`config.mk`:
```
export PLATFORM = sky130hd
export DESIGN_NAME = interval_timer_three_channel
export DESIGN_NICKNAME = d
export VERILOG_FILES = /design/src/itc_pkg.sv /design/src/itc_channel.sv /design/src/interval_timer_three_channel.sv
export VERILOG_INCLUDE_DIRS = /design/src /design/src/src
export SDC_FILE = /design/constraint.sdc
export NUM_CORES = 1
export LEC_CHECK = 0
export BUFFER_PORTS_ARGS = -buffer_cell sky130_fd_sc_hd__buf_2
export CAP_MARGIN = 30
export CORE_ASPECT_RATIO = 0.8
export CORE_MARGIN = 2
export CORE_UTILIZATION = 56
export DETAILED_ROUTE_END_ITERATION = 8
export HOLD_SLACK_MARGIN = 0.05
export PLACE_DENSITY = 0.76
export SLEW_MARGIN = 5
export SYNTH_ARGS = -nofsm -noshare
export SYNTH_HDL_FRONTEND = slang
export SYNTH_SLANG_ARGS = --single-unit
```
`constraint.sdc`:
```
create_clock -name clk -period 2.7 [get_ports clk]
set_input_delay 0.54 -clock clk [delete_from_list [all_inputs] [get_ports clk]]
set_output_delay 0.54 -clock clk [all_outputs]
set_load 0.02 [all_outputs]
```
`src/interval_timer_three_channel_macros.svh`:
```
// Assertion macros for the interval timer.
// Empty bodies when SYNTHESIS is defined.
`ifndef INTERVAL_TIMER_THREE_CHANNEL_MACROS_SVH
`define INTERVAL_TIMER_THREE_CHANNEL_MACROS_SVH

`ifndef SYNTHESIS

// Same-cycle implication, disabled while in reset
`define ITC_ASSERT_IMPLY(lbl, ck, rn, ante, cons) \
    lbl: assert property (@(posedge ck) disable iff (!rn) (ante) |-> (cons)) \
        else $error("interval timer check failed");

// Next-cycle implication, disabled while in reset
`define ITC_ASSERT_NEXT(lbl, ck, rn, ante, cons) \
    lbl: assert property (@(posedge ck) disable iff (!rn) (ante) |=> (cons)) \
        else $error("interval timer check failed");

`else

`define ITC_ASSERT_IMPLY(lbl, ck, rn, ante, cons)
`define ITC_ASSERT_NEXT(lbl, ck, rn, ante, cons)

`endif

`endif

```
`src/itc_pkg.sv`:
```
package itc_pkg;

    // Number of counters the design is built for
    localparam int MAX_CHANNELS = 3;

    // Word kinds on the input stream
    typedef enum logic [1:0] {
        OP_CTRL = 2'd0,
        OP_DATA = 2'd1,
        OP_TICK = 2'd2,
        OP_NONE = 2'd3
    } op_t;

    // Access field of a control word; stored value ACC_LATCH means none set
    typedef enum logic [1:0] {
        ACC_LATCH = 2'd0,
        ACC_LOW   = 2'd1,
        ACC_HIGH  = 2'd2,
        ACC_LOHI  = 2'd3
    } acc_t;

    // Result status codes
    typedef enum logic [1:0] {
        ST_OK       = 2'd0,
        ST_IGNORED  = 2'd1,
        ST_READBACK = 2'd2
    } status_t;

    // Counting modes with special handling
    localparam logic [2:0] MODE_RATE   = 3'b010;
    localparam logic [2:0] MODE_SQUARE = 3'b011;
    localparam logic [2:0] MODE_SIX    = 3'b110;
    localparam logic [2:0] MODE_SEVEN  = 3'b111;

    // Channel select value of the read-back command
    localparam logic [1:0] SEL_READBACK = 2'd3;

    localparam logic [15:0] COUNT_FULL = 16'hFFFF;

    // Command to one counter, asserted for one cycle as a word is processed
    typedef struct packed {
        logic       ctrl_wr;
        logic       data_wr;
        logic       tick;
        logic [7:0] data;
    } chan_cmd_t;

    // Counter status back to the top level
    typedef struct packed {
        logic out_level;
        logic loaded;
        logic acc_set;
    } chan_stat_t;

endpackage

```
`src/itc_channel.sv`:
```
module itc_channel
    import itc_pkg::*;
(
    input  logic       clk,
    input  logic       rst_n,
    input  chan_cmd_t  cmd,
    output chan_stat_t stat
);

    logic [15:0] reload_reg, reload_next;
    logic [15:0] count_reg, count_next;
    logic [15:0] latched_reg, latched_next;
    logic        latch_valid_reg, latch_valid_next;
    logic [2:0]  mode_reg, mode_next;
    acc_t        acc_reg, acc_next;
    logic        bcd_reg, bcd_next;
    logic        loaded_reg, loaded_next;
    logic        low_next_reg, low_next_next;
    logic        out_reg, out_next;

    acc_t        cw_acc;
    logic [2:0]  cw_mode;

    // Control word fields, modes six and seven fold onto two and three
    always_comb
    begin
        cw_acc  = acc_t'(cmd.data[5:4]);
        cw_mode = cmd.data[3:1];
        if (cw_mode == MODE_SIX)
        begin
            cw_mode = MODE_RATE;
        end
        else if (cw_mode == MODE_SEVEN)
        begin
            cw_mode = MODE_SQUARE;
        end
    end

    // Next state of the counter
    always_comb
    begin
        reload_next      = reload_reg;
        count_next       = count_reg;
        latched_next     = latched_reg;
        latch_valid_next = latch_valid_reg;
        mode_next        = mode_reg;
        acc_next         = acc_reg;
        bcd_next         = bcd_reg;
        loaded_next      = loaded_reg;
        low_next_next    = low_next_reg;
        out_next         = out_reg;

        // control word: latch count or set up a new load
        if (cmd.ctrl_wr)
        begin
            if (cw_acc == ACC_LATCH)
            begin
                latched_next     = count_reg;
                latch_valid_next = 1'b1;
            end
            else
            begin
                mode_next     = cw_mode;
                acc_next      = cw_acc;
                bcd_next      = cmd.data[0];
                loaded_next   = 1'b0;
                low_next_next = 1'b1;
            end
        end

        // count byte, taken only while waiting for a count
        if (cmd.data_wr && !loaded_reg && (acc_reg != ACC_LATCH))
        begin
            unique case (acc_reg)
                ACC_LOW:
                begin
                    reload_next = {reload_reg[15:8], cmd.data};
                    loaded_next = 1'b1;
                    count_next  = COUNT_FULL;
                end
                ACC_HIGH:
                begin
                    reload_next = {cmd.data, reload_reg[7:0]};
                    loaded_next = 1'b1;
                    count_next  = COUNT_FULL;
                end
                ACC_LOHI:
                begin
                    if (low_next_reg)
                    begin
                        reload_next = {reload_reg[15:8], cmd.data};
                    end
                    else
                    begin
                        reload_next = {cmd.data, reload_reg[7:0]};
                        loaded_next = 1'b1;
                        count_next  = COUNT_FULL;
                    end
                    low_next_next = !low_next_reg;
                end
                default:
                begin
                end
            endcase
        end

        // tick: rate modes reload at zero, others wrap
        if (cmd.tick && loaded_reg)
        begin
            if ((mode_reg == MODE_RATE) || (mode_reg == MODE_SQUARE))
            begin
                if (count_reg != 16'd0)
                begin
                    count_next = count_reg - 16'd1;
                end
                else
                begin
                    count_next = reload_reg;
                end
                out_next = (count_next == reload_reg);
            end
            else
            begin
                count_next = count_reg - 16'd1;
            end
        end
    end

    always_ff @(posedge clk or negedge rst_n)
    begin
        if (!rst_n)
        begin
            reload_reg      <= '0;
            count_reg       <= '0;
            latched_reg     <= '0;
            latch_valid_reg <= 1'b0;
            mode_reg        <= '0;
            acc_reg         <= ACC_LATCH;
            bcd_reg         <= 1'b0;
            loaded_reg      <= 1'b0;
            low_next_reg    <= 1'b1;
            out_reg         <= 1'b0;
        end
        else
        begin
            reload_reg      <= reload_next;
            count_reg       <= count_next;
            latched_reg     <= latched_next;
            latch_valid_reg <= latch_valid_next;
            mode_reg        <= mode_next;
            acc_reg         <= acc_next;
            bcd_reg         <= bcd_next;
            loaded_reg      <= loaded_next;
            low_next_reg    <= low_next_next;
            out_reg         <= out_next;
        end
    end

    // Level after this word, plus the load status seen before it
    assign stat.out_level = out_next;
    assign stat.loaded    = loaded_reg;
    assign stat.acc_set   = (acc_reg != ACC_LATCH);

endmodule

```
`src/interval_timer_three_channel.sv`:
```
// Three-channel 16-bit interval timer. Every input word is a control word, a count
// byte for one channel or a clock tick, and gives exactly one result word with the
// three output levels and a status. One word is accepted every cycle unless results
// back up; each word passes through the input register and then the result register,
// with all counter updates done in the single pass between them. Input keeps flowing
// while a result waits, up to the one word held in the input register.
`include "interval_timer_three_channel_macros.svh"

module interval_timer_three_channel
    import itc_pkg::*;
#(
    parameter int NUM_CHANNELS = 3
)
(
    input  logic        clk,
    input  logic        rst_n,
    input  logic        s_axis_tvalid,
    output logic        s_axis_tready,
    input  logic [15:0] s_axis_tdata,  // op[1:0], channel[3:2], data[11:4], zero
    output logic        m_axis_tvalid,
    input  logic        m_axis_tready,
    output logic [7:0]  m_axis_tdata   // out0[0], out1[1], out2[2], status[4:3], zero
);

    logic        in_valid_reg, in_valid_next;
    op_t         op_reg, op_next;
    logic [1:0]  chan_reg, chan_next;
    logic [7:0]  data_reg, data_next;

    logic        res_valid_reg, res_valid_next;
    logic [2:0]  res_out_reg, res_out_next;
    status_t     res_status_reg, res_status_next;

    logic        res_free;
    logic        adv;
    logic [1:0]  sel;
    logic [3:0]  data_ok;
    status_t     status;

    chan_cmd_t   cmd  [MAX_CHANNELS];
    chan_stat_t  stat [MAX_CHANNELS];

    // Handshake: result slot free or draining lets the input word through
    assign res_free      = !res_valid_reg || m_axis_tready;
    assign adv           = in_valid_reg && res_free;
    assign s_axis_tready = !in_valid_reg || res_free;
    assign sel           = data_reg[7:6];

    // Per-counter commands and counters
    for (genvar i = 0; i < MAX_CHANNELS; i++)
    begin : g_chan
        assign cmd[i].ctrl_wr = adv && (op_reg == OP_CTRL) && (sel == 2'(i));
        assign cmd[i].data_wr = adv && (op_reg == OP_DATA) && (chan_reg == 2'(i));
        assign cmd[i].tick    = adv && (op_reg == OP_TICK);
        assign cmd[i].data    = data_reg;

        if (i < NUM_CHANNELS)
        begin : g_on
            itc_channel u_chan
            (
                .clk   (clk),
                .rst_n (rst_n),
                .cmd   (cmd[i]),
                .stat  (stat[i])
            );
        end
        else
        begin : g_off
            assign stat[i] = '0;
        end

        assign data_ok[i] = stat[i].acc_set && !stat[i].loaded;
    end
    assign data_ok[3] = 1'b0;

    // Status of the word in the input register
    always_comb
    begin
        case (op_reg)
            OP_CTRL:
            begin
                if (sel == SEL_READBACK)
                begin
                    status = ST_READBACK;
                end
                else if (int'(sel) >= NUM_CHANNELS)
                begin
                    status = ST_IGNORED;
                end
                else
                begin
                    status = ST_OK;
                end
            end
            OP_DATA:
            begin
                status = data_ok[chan_reg] ? ST_OK : ST_IGNORED;
            end
            OP_TICK:
            begin
                status = ST_OK;
            end
            default:
            begin
                status = ST_IGNORED;
            end
        endcase
    end

    // Input and result registers
    always_comb
    begin
        in_valid_next   = in_valid_reg;
        op_next         = op_reg;
        chan_next       = chan_reg;
        data_next       = data_reg;
        res_valid_next  = res_valid_reg;
        res_out_next    = res_out_reg;
        res_status_next = res_status_reg;

        if (s_axis_tready)
        begin
            in_valid_next = s_axis_tvalid;
            if (s_axis_tvalid)
            begin
                op_next   = op_t'(s_axis_tdata[1:0]);
                chan_next = s_axis_tdata[3:2];
                data_next = s_axis_tdata[11:4];
            end
        end

        if (res_free)
        begin
            res_valid_next = in_valid_reg;
            if (in_valid_reg)
            begin
                res_out_next    = {stat[2].out_level, stat[1].out_level, stat[0].out_level};
                res_status_next = status;
            end
        end
    end

    always_ff @(posedge clk or negedge rst_n)
    begin
        if (!rst_n)
        begin
            in_valid_reg  <= 1'b0;
            res_valid_reg <= 1'b0;
        end
        else
        begin
            in_valid_reg  <= in_valid_next;
            res_valid_reg <= res_valid_next;
        end
    end

    always_ff @(posedge clk)
    begin
        op_reg         <= op_next;
        chan_reg       <= chan_next;
        data_reg       <= data_next;
        res_out_reg    <= res_out_next;
        res_status_reg <= res_status_next;
    end

    assign m_axis_tvalid = res_valid_reg;
    assign m_axis_tdata  = {3'b000, res_status_reg, res_out_reg};

    // Checks
    `ITC_ASSERT_IMPLY(a_status_code, clk, rst_n, m_axis_tvalid, m_axis_tdata[4:3] != 2'd3)
    `ITC_ASSERT_IMPLY(a_accept_when_free, clk, rst_n, !res_valid_reg, s_axis_tready)
    `ITC_ASSERT_NEXT(a_word_to_result, clk, rst_n, adv, res_valid_reg)

endmodule

```
==> run_summary.xml, run 1 <==
<?xml version="1.0" encoding="UTF-8"?>
<metrics>
  <group name="worst_setup_path">
    <metric name="cp_data_arrival_time" unit="ps">2950</metric>
    <metric name="worst_path_max_delay_cell" unit="">sky130_fd_sc_hd__or4b_4</metric>
    <metric name="worstReg2RegStart" unit="">g_chan[0].g_on.u_chan.count_reg[1]</metric>
    <metric name="r2r.worst_path.cells" unit="">9</metric>
    <metric name="critical_path.reg2reg.endpoint" unit="">res_out_reg[0]</metric>
    <metric name="worst_ep_required_time" unit="ps">2970</metric>
    <metric name="cell_with_the_most_instances_on_the_worst_path" unit="">sky130_fd_sc_hd__or4b_4</metric>
    <metric name="sequence_of_cells_on_the_critical_path" unit="">inv_2 &gt; ha_4 &gt; or4b_4 &gt; or4b_4 &gt; xor2_1 &gt; o22ai_1 &gt; nor4_1 &gt; nand4_1 &gt; a21oi_2</metric>
    <metric name="crit_fanout" unit="">4</metric>
    <metric name="worst_setup_slack_for_register_to_register_paths" unit="ps">20</metric>
    <metric name="crit_path_end_kind" unit="">flip-flop</metric>
    <metric name="timing.setup.critical_path_class" unit="">flip-flop to flip-flop</metric>
    <metric name="cp_slowest_stage_delay" unit="ps">550</metric>
    <metric name="category_of_the_worst_setup_path_launch_point" unit="">flip-flop</metric>
  </group>
  <group name="yosys">
    <metric name="netlist_top_cells_area" unit="">sky130_fd_sc_hd__dfrtp_1 (37%), sky130_fd_sc_hd__mux2_2 (8.4%), sky130_fd_sc_hd__edfxtp_1 (6.5%), sky130_fd_sc_hd__a21oi_1 (6.2%), sky130_fd_sc_hd__xnor2_1 (4.0%)</metric>
    <metric name="synth_top_area_share" unit="">0.3719</metric>
    <metric name="synth.yosys.seq_area_share" unit="">0.4474</metric>
    <metric name="netlist-cell-type-count" unit="">65</metric>
    <metric name="ys_ff_latch" unit="">136</metric>
    <metric name="postSynth.topFlopCell" unit="">sky130_fd_sc_hd__dfrtp_1</metric>
    <metric name="netlist_area_before_placement" unit="um2">7805</metric>
    <metric name="postSynthCellCount" unit="">826</metric>
    <metric name="async_reset_ff_frac" unit="">0.8750</metric>
    <metric name="synth-edff-count" unit="">17</metric>
    <metric name="synth_area_leader_cell" unit="">sky130_fd_sc_hd__dfrtp_1</metric>
    <metric name="ys.warnings.count" unit="">0</metric>
    <metric name="syn_avg_cell_area" unit="um2">9.449</metric>
  </group>
  <group name="sta">
    <metric name="timing.final.crit_period" unit="ps">2679</metric>
    <metric name="finalClockSkew" unit="ps">7.624</metric>
    <metric name="setup_repair_after_global_routing_missed_its_margin" unit="">yes</metric>
    <metric name="setup-violations-final" unit="">0</metric>
    <metric name="timing.final.hold_violations" unit="">0</metric>
    <metric name="max_fclk" unit="MHz">373.2</metric>
    <metric name="relSlewSlack" unit="">0.6166</metric>
    <metric name="report.final.slew_viol_count" unit="">0</metric>
    <metric name="min_period_over_period" unit="">0.9924</metric>
    <metric name="transition_time_at_the_pin_with_the_least_slew_margin" unit="ps">573.0</metric>
  </group>
  <group name="route">
    <metric name="drtAntennaViolNets" unit="">0</metric>
    <metric name="via_count" unit="">6641</metric>
    <metric name="drcViolationCount" unit="">0</metric>
    <metric name="drtPass1Iterations" unit="">5</metric>
    <metric name="initialDrtViolationCount" unit="">511</metric>
    <metric name="avg_wl_per_cell" unit="um">18.59</metric>
    <metric name="routed_wl" unit="um">20130</metric>
    <metric name="post_drt_via_cell_ratio" unit="">6.132</metric>
  </group>
  <group name="clock_network">
    <metric name="h-tree-depth" unit="">4</metric>
    <metric name="ctsRootBufferMaster" unit="">sky130_fd_sc_hd__clkbuf_16</metric>
    <metric name="numClockSinks" unit="">136</metric>
    <metric name="clock_pin_slew_on_the_worst_setup_and_hold_paths" unit="ps">60</metric>
    <metric name="clockBufferDepth" unit="">2</metric>
    <metric name="tritoncts" unit="">done</metric>
    <metric name="clk-insertion-delay-late" unit="ps">420</metric>
    <metric name="total_cts_buffers" unit="">17</metric>
  </group>
  <group name="final_layout">
    <metric name="layout_commonest_cell" unit="">sky130_fd_sc_hd__dfrtp_1</metric>
    <metric name="syn_to_final_growth" unit="%">16.67</metric>
    <metric name="multi_input_area" unit="um2">4040</metric>
    <metric name="antenna_cells" unit="">0</metric>
    <metric name="finish.utilization" unit="">0.6697</metric>
    <metric name="nFillCells" unit="">1080</metric>
    <metric name="layout_common_cells" unit="">sky130_fd_sc_hd__dfrtp_1 (116), sky130_fd_sc_hd__a21oi_1 (96), sky130_fd_sc_hd__nand2_1 (79), sky130_fd_sc_hd__buf_4 (62), sky130_fd_sc_hd__mux2_2 (58)</metric>
    <metric name="seqCellArea" unit="um2">3492</metric>
    <metric name="fin_nets" unit="">925</metric>
    <metric name="finish.cell_count_without_fillers" unit="">1083</metric>
    <metric name="drive_gt1_frac" unit="">0.2182</metric>
  </group>
  <group name="outcome">
    <metric name="status" unit="">finished, final reports clean</metric>
  </group>
  <group name="global_route">
    <metric name="grt_antenna_before_repair" unit="">0</metric>
    <metric name="met3_usage" unit="">0.07146</metric>
    <metric name="first_global_vias" unit="">6527</metric>
    <metric name="global_route_wire_length_before_repair" unit="um">32400</metric>
    <metric name="globalRoute.totalOverflow" unit="">0</metric>
    <metric name="global_route.peak_usage_layer" unit="">met2</metric>
    <metric name="grt_max_degree" unit="">43</metric>
    <metric name="grt.met1_usage" unit="">0.3771</metric>
    <metric name="grt_usage" unit="">0.2820</metric>
    <metric name="grt_util_met2" unit="">0.4553</metric>
  </group>
  <group name="power">
    <metric name="p_leak" unit="nW">3.962</metric>
    <metric name="total_power" unit="W">0.007886</metric>
    <metric name="power.density" unit="nW/um2">866.0</metric>
    <metric name="vdd_drop_max" unit="mV">0.7085</metric>
  </group>
  <group name="job">
    <metric name="max_cap_viol_count" unit="">0</metric>
  </group>
  <group name="place">
    <metric name="place.detailed.instances" unit="">1047</metric>
    <metric name="post-dp-hpwl" unit="um">13750</metric>
    <metric name="globalplace.congestion" unit="">0.9381</metric>
    <metric name="numPortBuffers" unit="">22</metric>
  </group>
  <group name="die">
    <metric name="die_h" unit="um">109.6</metric>
    <metric name="initial_core_util" unit="">0.5740</metric>
    <metric name="placement_rows" unit="">38</metric>
    <metric name="die-area" unit="um2">14900</metric>
    <metric name="die_w" unit="um">136.0</metric>
    <metric name="core_area" unit="um2">13600</metric>
    <metric name="boundaryPins" unit="">30</metric>
  </group>
  <group name="hold_path">
    <metric name="min_path_type" unit="">input pin to async pin</metric>
  </group>
</metrics>
[routing by layer]
metal / wire, um / vias to the layer above
met1: 8798 / 3267
met3: 1456 / 37
met5: 0 / -
li1: - / 3053
met4: 329 / 0
met2: 9545 / 284
[cell families after synthesis]
kind of cell               count (synthesis)  share of synthesized area
AOI/OAI and AO/OA                        201                     0.1435
xor gates and xnor gates                  67                    0.07518
adders and majority gates                 15                    0.02405
buffers and inverters                     79                    0.04264
DFF                                      136                     0.4474
muxes                                     65                    0.09266
other                                      1                  0.0004805
and+or+nand+nor                          262                     0.1741
[synth_stat cells, types with 15 or more instances]
| library cell | count |
|---|---|
| sky130_fd_sc_hd__edfxtp_1 | 17 |
| sky130_fd_sc_hd__inv_1 | 36 |
| sky130_fd_sc_hd__a21oi_1 | 97 |
| sky130_fd_sc_hd__xnor2_1 | 36 |
| sky130_fd_sc_hd__nand3_1 | 17 |
| sky130_fd_sc_hd__nor2_1 | 44 |
| sky130_fd_sc_hd__o21ai_0 | 55 |
| sky130_fd_sc_hd__xor2_1 | 31 |
| sky130_fd_sc_hd__nand2b_1 | 21 |
| sky130_fd_sc_hd__mux2_2 | 58 |
| sky130_fd_sc_hd__nand2_1 | 79 |
| sky130_fd_sc_hd__ha_1 | 15 |
| sky130_fd_sc_hd__dfrtp_1 | 116 |
| sky130_fd_sc_hd__clkbuf_1 | 33 |
| sky130_fd_sc_hd__nor3_1 | 23 |
[critical path: cells and delay by family (launching register included)]
family	cells	cell delay [ps]
flip-flops	1	390
XOR/XNOR	1	150
buffers and inverters	1	70
adder cells (fa/ha/maj)	1	140
AO/OA/AOI/OAI	2	270
AND/OR/NAND/NOR	4	1510
[where the power goes]
part / switching [W] / total [W] / internal [W] / leakage [nW]
clock network: 0.000969 / 0.00235 / 0.00138 / 0.275
registers: 0.000462 / 0.00295 / 0.00249 / 1.67
logic: 0.00140 / 0.00259 / 0.00119 / 2.02
total: 0.00283 / 0.00789 / 0.00506 / 3.96
[stage by stage]
stage | worst slack [ps] | TNS, ps | hold slack, ps | instance area [um2]
6_report | 20.52 | 0 | 114.2 | 9106
5_1_grt | -61.68 | -61.68 | 157.8 | 9106
4_1_cts | 12.08 | 0 | 129.1 | 9037
3_5_place_dp | -77.33 | -93.55 | 478.9 | 8431
3_3_place_gp | -2.646 | -2.646 | 466.6 | 8431
2_1_floorplan | 10.78 | 0 | 244.4 | 7815
[layout make-up]
cell class,count,share of cell area
Clock buffer,17,0.04672
Clock inverter,15,0.01827
Inverter,36,0.01484
Multi-Input combinational cell,613,0.4437
Sequential cell,136,0.3835
Tap cell,180,0.02473
Timing Repair Buffer,86,0.06829
[worst max-delay path by stage]
stage / start / slack (ps) / depth (start not counted) / to
after floorplan: g_chan[0].g_on.u_chan.count_reg[0] / 10 / 10 / res_out_reg[0]
after global placement: g_chan[0].g_on.u_chan.count_reg[0] / -3 / 9 / res_out_reg[0]
after detailed placement: g_chan[0].g_on.u_chan.count_reg[0] / -80 / 9 / res_out_reg[0]
after CTS: g_chan[0].g_on.u_chan.count_reg[1] / 10 / 9 / res_out_reg[0]
after global routing: g_chan[0].g_on.u_chan.count_reg[1] / -60 / 9 / res_out_reg[0]
final: g_chan[0].g_on.u_chan.count_reg[1] / 20 / 9 / res_out_reg[0]
[what timing repair did]
action,in CTS,in global routing
hold buffers,0,0
resized for setup,4,11
setup endpoints to repair,6,18
buffers inserted,1,3
pin swaps,2,1
(Power assumes the default switching activity.)
==> inputs of run 2 (changes only) <==
ABC_CLOCK_PERIOD_IN_PS = 2700   (was default)
BUFFER_PORTS_ARGS = default   (was -buffer_cell sky130_fd_sc_hd__buf_2)
CORE_UTILIZATION = 60   (was 56)
CTS_BUF_LIST = sky130_fd_sc_hd__clkbuf_8   (was default)
DONT_BUFFER_PORTS = 1   (was default)
PLACE_DENSITY = 0.79   (was 0.76)
==> run 2 against run 1 <==
Register-to-register slack about the same. Sequential power about the same. Critical path type unchanged. Non-clock buffer count decreased by 25. First-iteration DRC count increased by 15%. Clock power decreased by 29%. Sequential cell count unchanged. Critical path depth decreased by 3. Core utilization increased by 1.5 points. Wire length decreased by 6.6%. Die area decreased by 6.4%. Sequential share of layout area increased by 1.6 points. The flow now finishes with violations (hold timing). Global-route usage decreased by 0.20 points.
==> run_summary.xml, run 2 (synthesis gave the netlist of run 1 again) <==
<?xml version="1.0" encoding="UTF-8"?>
<metrics>
  <group name="outcome">
    <metric name="status" unit="">finished, violations left</metric>
    <metric name="failed_checks" unit="">hold timing</metric>
  </group>
  <group name="clock_network">
    <metric name="ctsRootBufferMaster" unit="">sky130_fd_sc_hd__clkbuf_8</metric>
    <metric name="numClockSinks" unit="">136</metric>
    <metric name="h-tree-depth" unit="">4</metric>
    <metric name="clock_pin_slew_on_the_worst_setup_and_hold_paths" unit="ps">80</metric>
    <metric name="clk-insertion-delay-late" unit="ps">440</metric>
    <metric name="tritoncts" unit="">done</metric>
    <metric name="clockBufferDepth" unit="">2</metric>
    <metric name="total_cts_buffers" unit="">17</metric>
  </group>
  <group name="global_route">
    <metric name="first_global_vias" unit="">6174</metric>
    <metric name="grt_antenna_before_repair" unit="">0</metric>
    <metric name="globalRoute.totalOverflow" unit="">0</metric>
    <metric name="grt_usage" unit="">0.2800</metric>
    <metric name="global_route_wire_length_before_repair" unit="um">30750</metric>
    <metric name="grt_max_degree" unit="">120</metric>
  </group>
  <group name="worst_setup_path">
    <metric name="cp_slowest_stage_delay" unit="ps">550</metric>
    <metric name="r2r.worst_path.cells" unit="">6</metric>
    <metric name="cell_with_the_most_instances_on_the_worst_path" unit="">sky130_fd_sc_hd__or4_1</metric>
    <metric name="worst_setup_slack_for_register_to_register_paths" unit="ps">30</metric>
    <metric name="timing.setup.critical_path_class" unit="">flip-flop to flip-flop</metric>
    <metric name="worst_ep_required_time" unit="ps">2950</metric>
    <metric name="critPathTopFamily" unit="">simple AND/OR/NAND/NOR gates</metric>
    <metric name="worst_path_max_delay_cell" unit="">sky130_fd_sc_hd__or4_1</metric>
    <metric name="critical_path.reg2reg.endpoint" unit="">res_out_reg[2]</metric>
    <metric name="sequence_of_cells_on_the_critical_path" unit="">or4_1 &gt; or4_1 &gt; xnor2_1 &gt; a2111oi_1 &gt; nand4_1 &gt; a21oi_1</metric>
    <metric name="category_of_the_worst_setup_path_launch_point" unit="">flip-flop</metric>
    <metric name="worstReg2RegStart" unit="">g_chan[2].g_on.u_chan.count_reg[13]</metric>
    <metric name="crit_path_end_kind" unit="">flip-flop</metric>
    <metric name="critPathBufInv" unit="">0</metric>
    <metric name="crit_fanout" unit="">4</metric>
    <metric name="cp_data_arrival_time" unit="ps">2920</metric>
  </group>
  <group name="die">
    <metric name="placement_rows" unit="">37</metric>
    <metric name="core_area" unit="um2">12780</metric>
    <metric name="die-area" unit="um2">13940</metric>
    <metric name="die_w" unit="um">131.5</metric>
    <metric name="boundaryPins" unit="">30</metric>
    <metric name="die_h" unit="um">106.0</metric>
    <metric name="initial_core_util" unit="">0.6109</metric>
  </group>
  <group name="final_layout">
    <metric name="finish.utilization" unit="">0.6847</metric>
    <metric name="nFillCells" unit="">979</metric>
    <metric name="multi_input_area" unit="um2">4033</metric>
    <metric name="layout_common_cells" unit="">sky130_fd_sc_hd__dfrtp_1 (116), sky130_fd_sc_hd__a21oi_1 (96), sky130_fd_sc_hd__nand2_1 (79), sky130_fd_sc_hd__buf_4 (59), sky130_fd_sc_hd__mux2_2 (58)</metric>
    <metric name="drive_gt1_frac" unit="">0.1891</metric>
    <metric name="fin_nets" unit="">900</metric>
    <metric name="antenna_cells" unit="">0</metric>
    <metric name="layout_commonest_cell" unit="">sky130_fd_sc_hd__dfrtp_1</metric>
    <metric name="seqCellArea" unit="um2">3492</metric>
    <metric name="syn_to_final_growth" unit="%">12.09</metric>
  </group>
  <group name="power">
    <metric name="vdd_drop_max" unit="mV">0.5001</metric>
    <metric name="power.density" unit="nW/um2">811.5</metric>
    <metric name="p_leak" unit="nW">3.790</metric>
    <metric name="total_power" unit="W">0.007099</metric>
  </group>
  <group name="sta">
    <metric name="final.setup.tns" unit="ps">0</metric>
    <metric name="min_period_over_period" unit="">0.9888</metric>
    <metric name="timing.final.crit_period" unit="ps">2670</metric>
    <metric name="setup-violations-final" unit="">0</metric>
    <metric name="hold_ws" unit="ps">-198.0</metric>
    <metric name="report.final.slew_viol_count" unit="">0</metric>
    <metric name="transition_time_at_the_pin_with_the_least_slew_margin" unit="ps">702.4</metric>
    <metric name="setup_repair_after_global_routing_missed_its_margin" unit="">yes</metric>
    <metric name="finalWorstSetupSlack" unit="ps">30.28</metric>
    <metric name="max_fclk" unit="MHz">374.6</metric>
    <metric name="relSlewSlack" unit="">0.5282</metric>
    <metric name="finalClockSkew" unit="ps">13.49</metric>
    <metric name="timing.final.hold_violations" unit="">118</metric>
  </group>
  <group name="route">
    <metric name="routed_wl" unit="um">18800</metric>
    <metric name="drtAntennaViolNets" unit="">0</metric>
    <metric name="via_count" unit="">6447</metric>
    <metric name="drcViolationCount" unit="">0</metric>
    <metric name="initialDrtViolationCount" unit="">587</metric>
    <metric name="drtPass1Iterations" unit="">5</metric>
    <metric name="post_drt_via_cell_ratio" unit="">6.123</metric>
    <metric name="avg_wl_per_cell" unit="um">17.85</metric>
  </group>
  <group name="place">
    <metric name="post-dp-hpwl" unit="um">13450</metric>
    <metric name="numPortBuffers" unit="">0</metric>
    <metric name="globalplace.congestion" unit="">0.9652</metric>
    <metric name="detailedPlace.worstSlack" unit="ps">-28.54</metric>
  </group>
  <group name="job">
    <metric name="max_cap_viol_count" unit="">0</metric>
  </group>
  <group name="hold_path">
    <metric name="min_path_type" unit="">input pin to async pin</metric>
  </group>
</metrics>
run 2: how the worst max path moves through the flow:
stage / start / endpoint / slack (ps) / cells after the start
2_1_floorplan: g_chan[0].g_on.u_chan.count_reg[0] / res_out_reg[0] / 10 / 10
3_3_place_gp: g_chan[0].g_on.u_chan.count_reg[0] / res_out_reg[0] / 10 / 9
3_5_place_dp: g_chan[1].g_on.u_chan.count_reg[10] / res_out_reg[1] / -30 / 7
4_1_cts: g_chan[0].g_on.u_chan.count_reg[0] / res_out_reg[0] / 20 / 9
5_1_grt: g_chan[0].g_on.u_chan.count_reg[0] / res_out_reg[0] / -120 / 9
6_report: g_chan[2].g_on.u_chan.count_reg[13] / res_out_reg[2] / 30 / 6
run 2: layout make-up:
| class | count | area share |
|---|---|---|
| multi-input cells | 613 | 0.4610 |
| flip-flops and latches | 136 | 0.3992 |
| repair buffers | 61 | 0.05420 |
| clock buffers | 17 | 0.02674 |
| well taps | 175 | 0.02503 |
| clock inverters | 15 | 0.01845 |
| inverters | 36 | 0.01545 |
run 2: metal layers:
layer  track usage  wire length (um)  up-vias
li1              -                 -     2997
met1        0.3925              8440     3153
met2        0.4331              8612      263
met3       0.07105              1405       34
met4       0.08463               340        0
met5             0                 0        -
run 2: repair_timing:
action                                  in CTS  in global routing
endpoints found under the hold margin      119                119
gates cloned                                 0                  0
setup buffers                                0                  0
endpoints found under the setup margin       2                  7
pin swaps                                    1                  2
gates resized for setup                      3                 10
run 2: where the power goes:
group	internal (W)	leakage, nW	switching (W)
clock	0.000900	0.209	0.000785
sequential	0.00249	1.67	0.000467
combinational	0.00115	1.91	0.00131
total	0.00453	3.79	0.00257
run 2: through the flow:
stage                     cell area, um2  hold WS, ps  cells
final                               8748       -198.0   1053
after global routing                8748       -239.5   1053
after CTS                           8710       -225.0   1053
after detailed placement            8307        250.1   1021
after global placement              8307        249.3   1021
after floorplan                     7815        244.4    828
==> inputs of run 3 (changes only) <==
CORE_UTILIZATION = 45   (was 60)
PLACE_DENSITY = default   (was 0.79)
==> run 3 against run 2 <==
Global-route usage fell by 5.6 points. The flow still finishes with violations (hold timing). Count of clock-buffer cells in the layout rose by 1. Sequential cell count did not move. Total power fell by 1.7%. Sequential power barely moved. Core utilization fell by 17 points. Combinational power rose by 2%. Die area rose by 32%.
==> run_summary.xml, run 3 (synthesis gave the netlist of run 1 again) <==
<?xml version="1.0" encoding="UTF-8"?>
<metrics>
  <group name="worst_setup_path">
    <metric name="crit_path_end_kind" unit="">flip-flop</metric>
    <metric name="cp_data_arrival_time" unit="ps">3000</metric>
    <metric name="worst_ep_required_time" unit="ps">3000</metric>
    <metric name="crit_fanout" unit="">2</metric>
    <metric name="category_of_the_worst_setup_path_launch_point" unit="">flip-flop</metric>
    <metric name="timing.setup.critical_path_class" unit="">flip-flop to flip-flop</metric>
  </group>
  <group name="sta">
    <metric name="setup-violations-final" unit="">0</metric>
    <metric name="max_fclk" unit="MHz">371.1</metric>
    <metric name="finalClockSkew" unit="ps">12.13</metric>
    <metric name="min_period_over_period" unit="">0.9979</metric>
    <metric name="timing.final.crit_period" unit="ps">2694</metric>
    <metric name="timing.final.hold_violations" unit="">116</metric>
    <metric name="setup_repair_after_global_routing_missed_its_margin" unit="">yes</metric>
    <metric name="report.final.slew_viol_count" unit="">0</metric>
    <metric name="transition_time_at_the_pin_with_the_least_slew_margin" unit="ps">793.9</metric>
    <metric name="hold_ws" unit="ps">-210.3</metric>
    <metric name="finalWorstSetupSlack" unit="ps">5.551</metric>
    <metric name="relSlewSlack" unit="">0.4659</metric>
  </group>
  <group name="die">
    <metric name="core_area" unit="um2">17160</metric>
    <metric name="boundaryPins" unit="">30</metric>
    <metric name="placement_rows" unit="">43</metric>
    <metric name="initial_core_util" unit="">0.4548</metric>
    <metric name="die_h" unit="um">121.8</metric>
    <metric name="die-area" unit="um2">18420</metric>
    <metric name="die_w" unit="um">151.2</metric>
  </group>
  <group name="route">
    <metric name="via_count" unit="">6356</metric>
    <metric name="drcViolationCount" unit="">0</metric>
    <metric name="detailroute.wirelength.met3" unit="um">986</metric>
    <metric name="drtPass1Iterations" unit="">5</metric>
    <metric name="avg_wl_per_cell" unit="um">17.35</metric>
    <metric name="post_drt_via_cell_ratio" unit="">5.726</metric>
    <metric name="dr_wl_met2" unit="um">8697</metric>
    <metric name="top_layer_used" unit="">met4</metric>
    <metric name="drtAntennaViolNets" unit="">0</metric>
    <metric name="routed_wl" unit="um">19260</metric>
    <metric name="m1WireLength" unit="um">9355</metric>
    <metric name="initialDrtViolationCount" unit="">451</metric>
  </group>
  <group name="power">
    <metric name="vdd_drop_max" unit="mV">0.3889</metric>
    <metric name="total_power" unit="W">0.006982</metric>
    <metric name="p_leak" unit="nW">3.794</metric>
    <metric name="power.density" unit="nW/um2">790.8</metric>
  </group>
  <group name="final_layout">
    <metric name="finish.cell_count_without_fillers" unit="">1110</metric>
    <metric name="syn_to_final_growth" unit="%">13.11</metric>
    <metric name="finish.utilization" unit="">0.5144</metric>
    <metric name="layout_common_cells" unit="">sky130_fd_sc_hd__dfrtp_1 (116), sky130_fd_sc_hd__a21oi_1 (95), sky130_fd_sc_hd__nand2_1 (78), sky130_fd_sc_hd__buf_4 (67), sky130_fd_sc_hd__mux2_2 (58)</metric>
    <metric name="antenna_cells" unit="">0</metric>
    <metric name="layout_commonest_cell" unit="">sky130_fd_sc_hd__dfrtp_1</metric>
    <metric name="fin_nets" unit="">907</metric>
    <metric name="drive_gt1_frac" unit="">0.1989</metric>
    <metric name="fin_area" unit="um2">8828</metric>
  </group>
  <group name="place">
    <metric name="post-dp-hpwl" unit="um">13600</metric>
    <metric name="detailedPlace.worstSlack" unit="ps">-130.9</metric>
    <metric name="globalplace.congestion" unit="">0.9019</metric>
    <metric name="numPortBuffers" unit="">0</metric>
    <metric name="place.detailed.instances" unit="">1077</metric>
    <metric name="place_area" unit="um2">8414</metric>
  </group>
  <group name="job">
    <metric name="max_cap_viol_count" unit="">0</metric>
  </group>
  <group name="global_route">
    <metric name="globalRoute.totalOverflow" unit="">0</metric>
    <metric name="grt_max_degree" unit="">120</metric>
    <metric name="global_route_wire_length_before_repair" unit="um">31710</metric>
    <metric name="grt_usage" unit="">0.2238</metric>
    <metric name="first_global_vias" unit="">6140</metric>
    <metric name="grt_antenna_before_repair" unit="">0</metric>
  </group>
  <group name="clock_network">
    <metric name="ctsRootBufferMaster" unit="">sky130_fd_sc_hd__clkbuf_8</metric>
    <metric name="clock_pin_slew_on_the_worst_setup_and_hold_paths" unit="ps">90</metric>
    <metric name="total_cts_buffers" unit="">17</metric>
    <metric name="tritoncts" unit="">done</metric>
    <metric name="numClockSinks" unit="">136</metric>
    <metric name="h-tree-depth" unit="">4</metric>
    <metric name="clk-insertion-delay-late" unit="ps">450</metric>
    <metric name="clockBufferDepth" unit="">2</metric>
  </group>
  <group name="outcome">
    <metric name="status" unit="">finished, violations left</metric>
    <metric name="failed_checks" unit="">hold timing</metric>
  </group>
  <group name="hold_path">
    <metric name="min_path_type" unit="">input pin to async pin</metric>
  </group>
</metrics>
-- run 3: what timing repair did --
action                                  CTS  global route
resized for setup                         3            11
hold endpoints to repair                119           119
pin swaps                                 1             5
endpoints found under the setup margin    2             9
setup buffers                             0             1
-- run 3: worst paths after layout --
check / startpoint / endpoint / slack [ps] / depth (start not counted)
max: g_chan[0].g_on.u_chan.count_reg[0] / res_out_reg[0] / 6 / 9
min: rst_n / g_chan[1].g_on.u_chan.count_reg[12] / -210 / 0
max reg2reg: g_chan[0].g_on.u_chan.count_reg[0] / res_out_reg[0] / 6 / 9
min reg2reg: g_chan[1].g_on.u_chan.mode_reg[2] / g_chan[1].g_on.u_chan.mode_reg[2] / 500 / 2
max in group asynchronous: rst_n / g_chan[2].g_on.u_chan.low_next_reg / 2630 / 0
min in group clk: s_axis_tdata[1] / op_reg[1] / 180 / 0
-- run 3: per-stage QoR --
step | hold WS, ps | setup TNS (ps)
after floorplan | 244.4 | 0
final | -210.3 | 0
after global placement | 248.6 | -47.36
after detailed placement | 248.7 | -184.2
after CTS | -250.1 | 0
after global routing | -263.0 | -128.4
-- run 3: area by class of cell --
class	count	area (um2)
fill	1587	8334
multi-input combinational	613	4040
sequential	136	3492
timing repair buffer	68	523.0
tap	225	281.5
clock buffer	18	247.7
inverter	36	135.1
clock inverter	14	108.9
-- run 3: layer usage --
metal,up-vias,global-route usage
li1,3007,-
met1,3171,0.3286
met5,-,0
met4,0,0.06192
met3,19,0.04457
met2,159,0.3371
-- run 3: where the power goes --
| group | internal (W) | switching (W) | leakage (nW) |
|---|---|---|---|
| sequential | 0.00249 | 0.000432 | 1.67 |
| clock | 0.000739 | 0.000823 | 0.183 |
| combinational | 0.00118 | 0.00132 | 1.94 |
| total | 0.00441 | 0.00257 | 3.79 |
-- run 3: critical path, cell delays in order, from the launching register on --
cell                      delay, ps
sky130_fd_sc_hd__dfrtp_1        380
sky130_fd_sc_hd__inv_1           60
sky130_fd_sc_hd__ha_2           170
sky130_fd_sc_hd__or4b_4         490
sky130_fd_sc_hd__or4b_4         520
sky130_fd_sc_hd__xor2_1         150
sky130_fd_sc_hd__o22ai_1        100
sky130_fd_sc_hd__nor4_2         350
sky130_fd_sc_hd__nand4_1        150
sky130_fd_sc_hd__a21oi_2        180
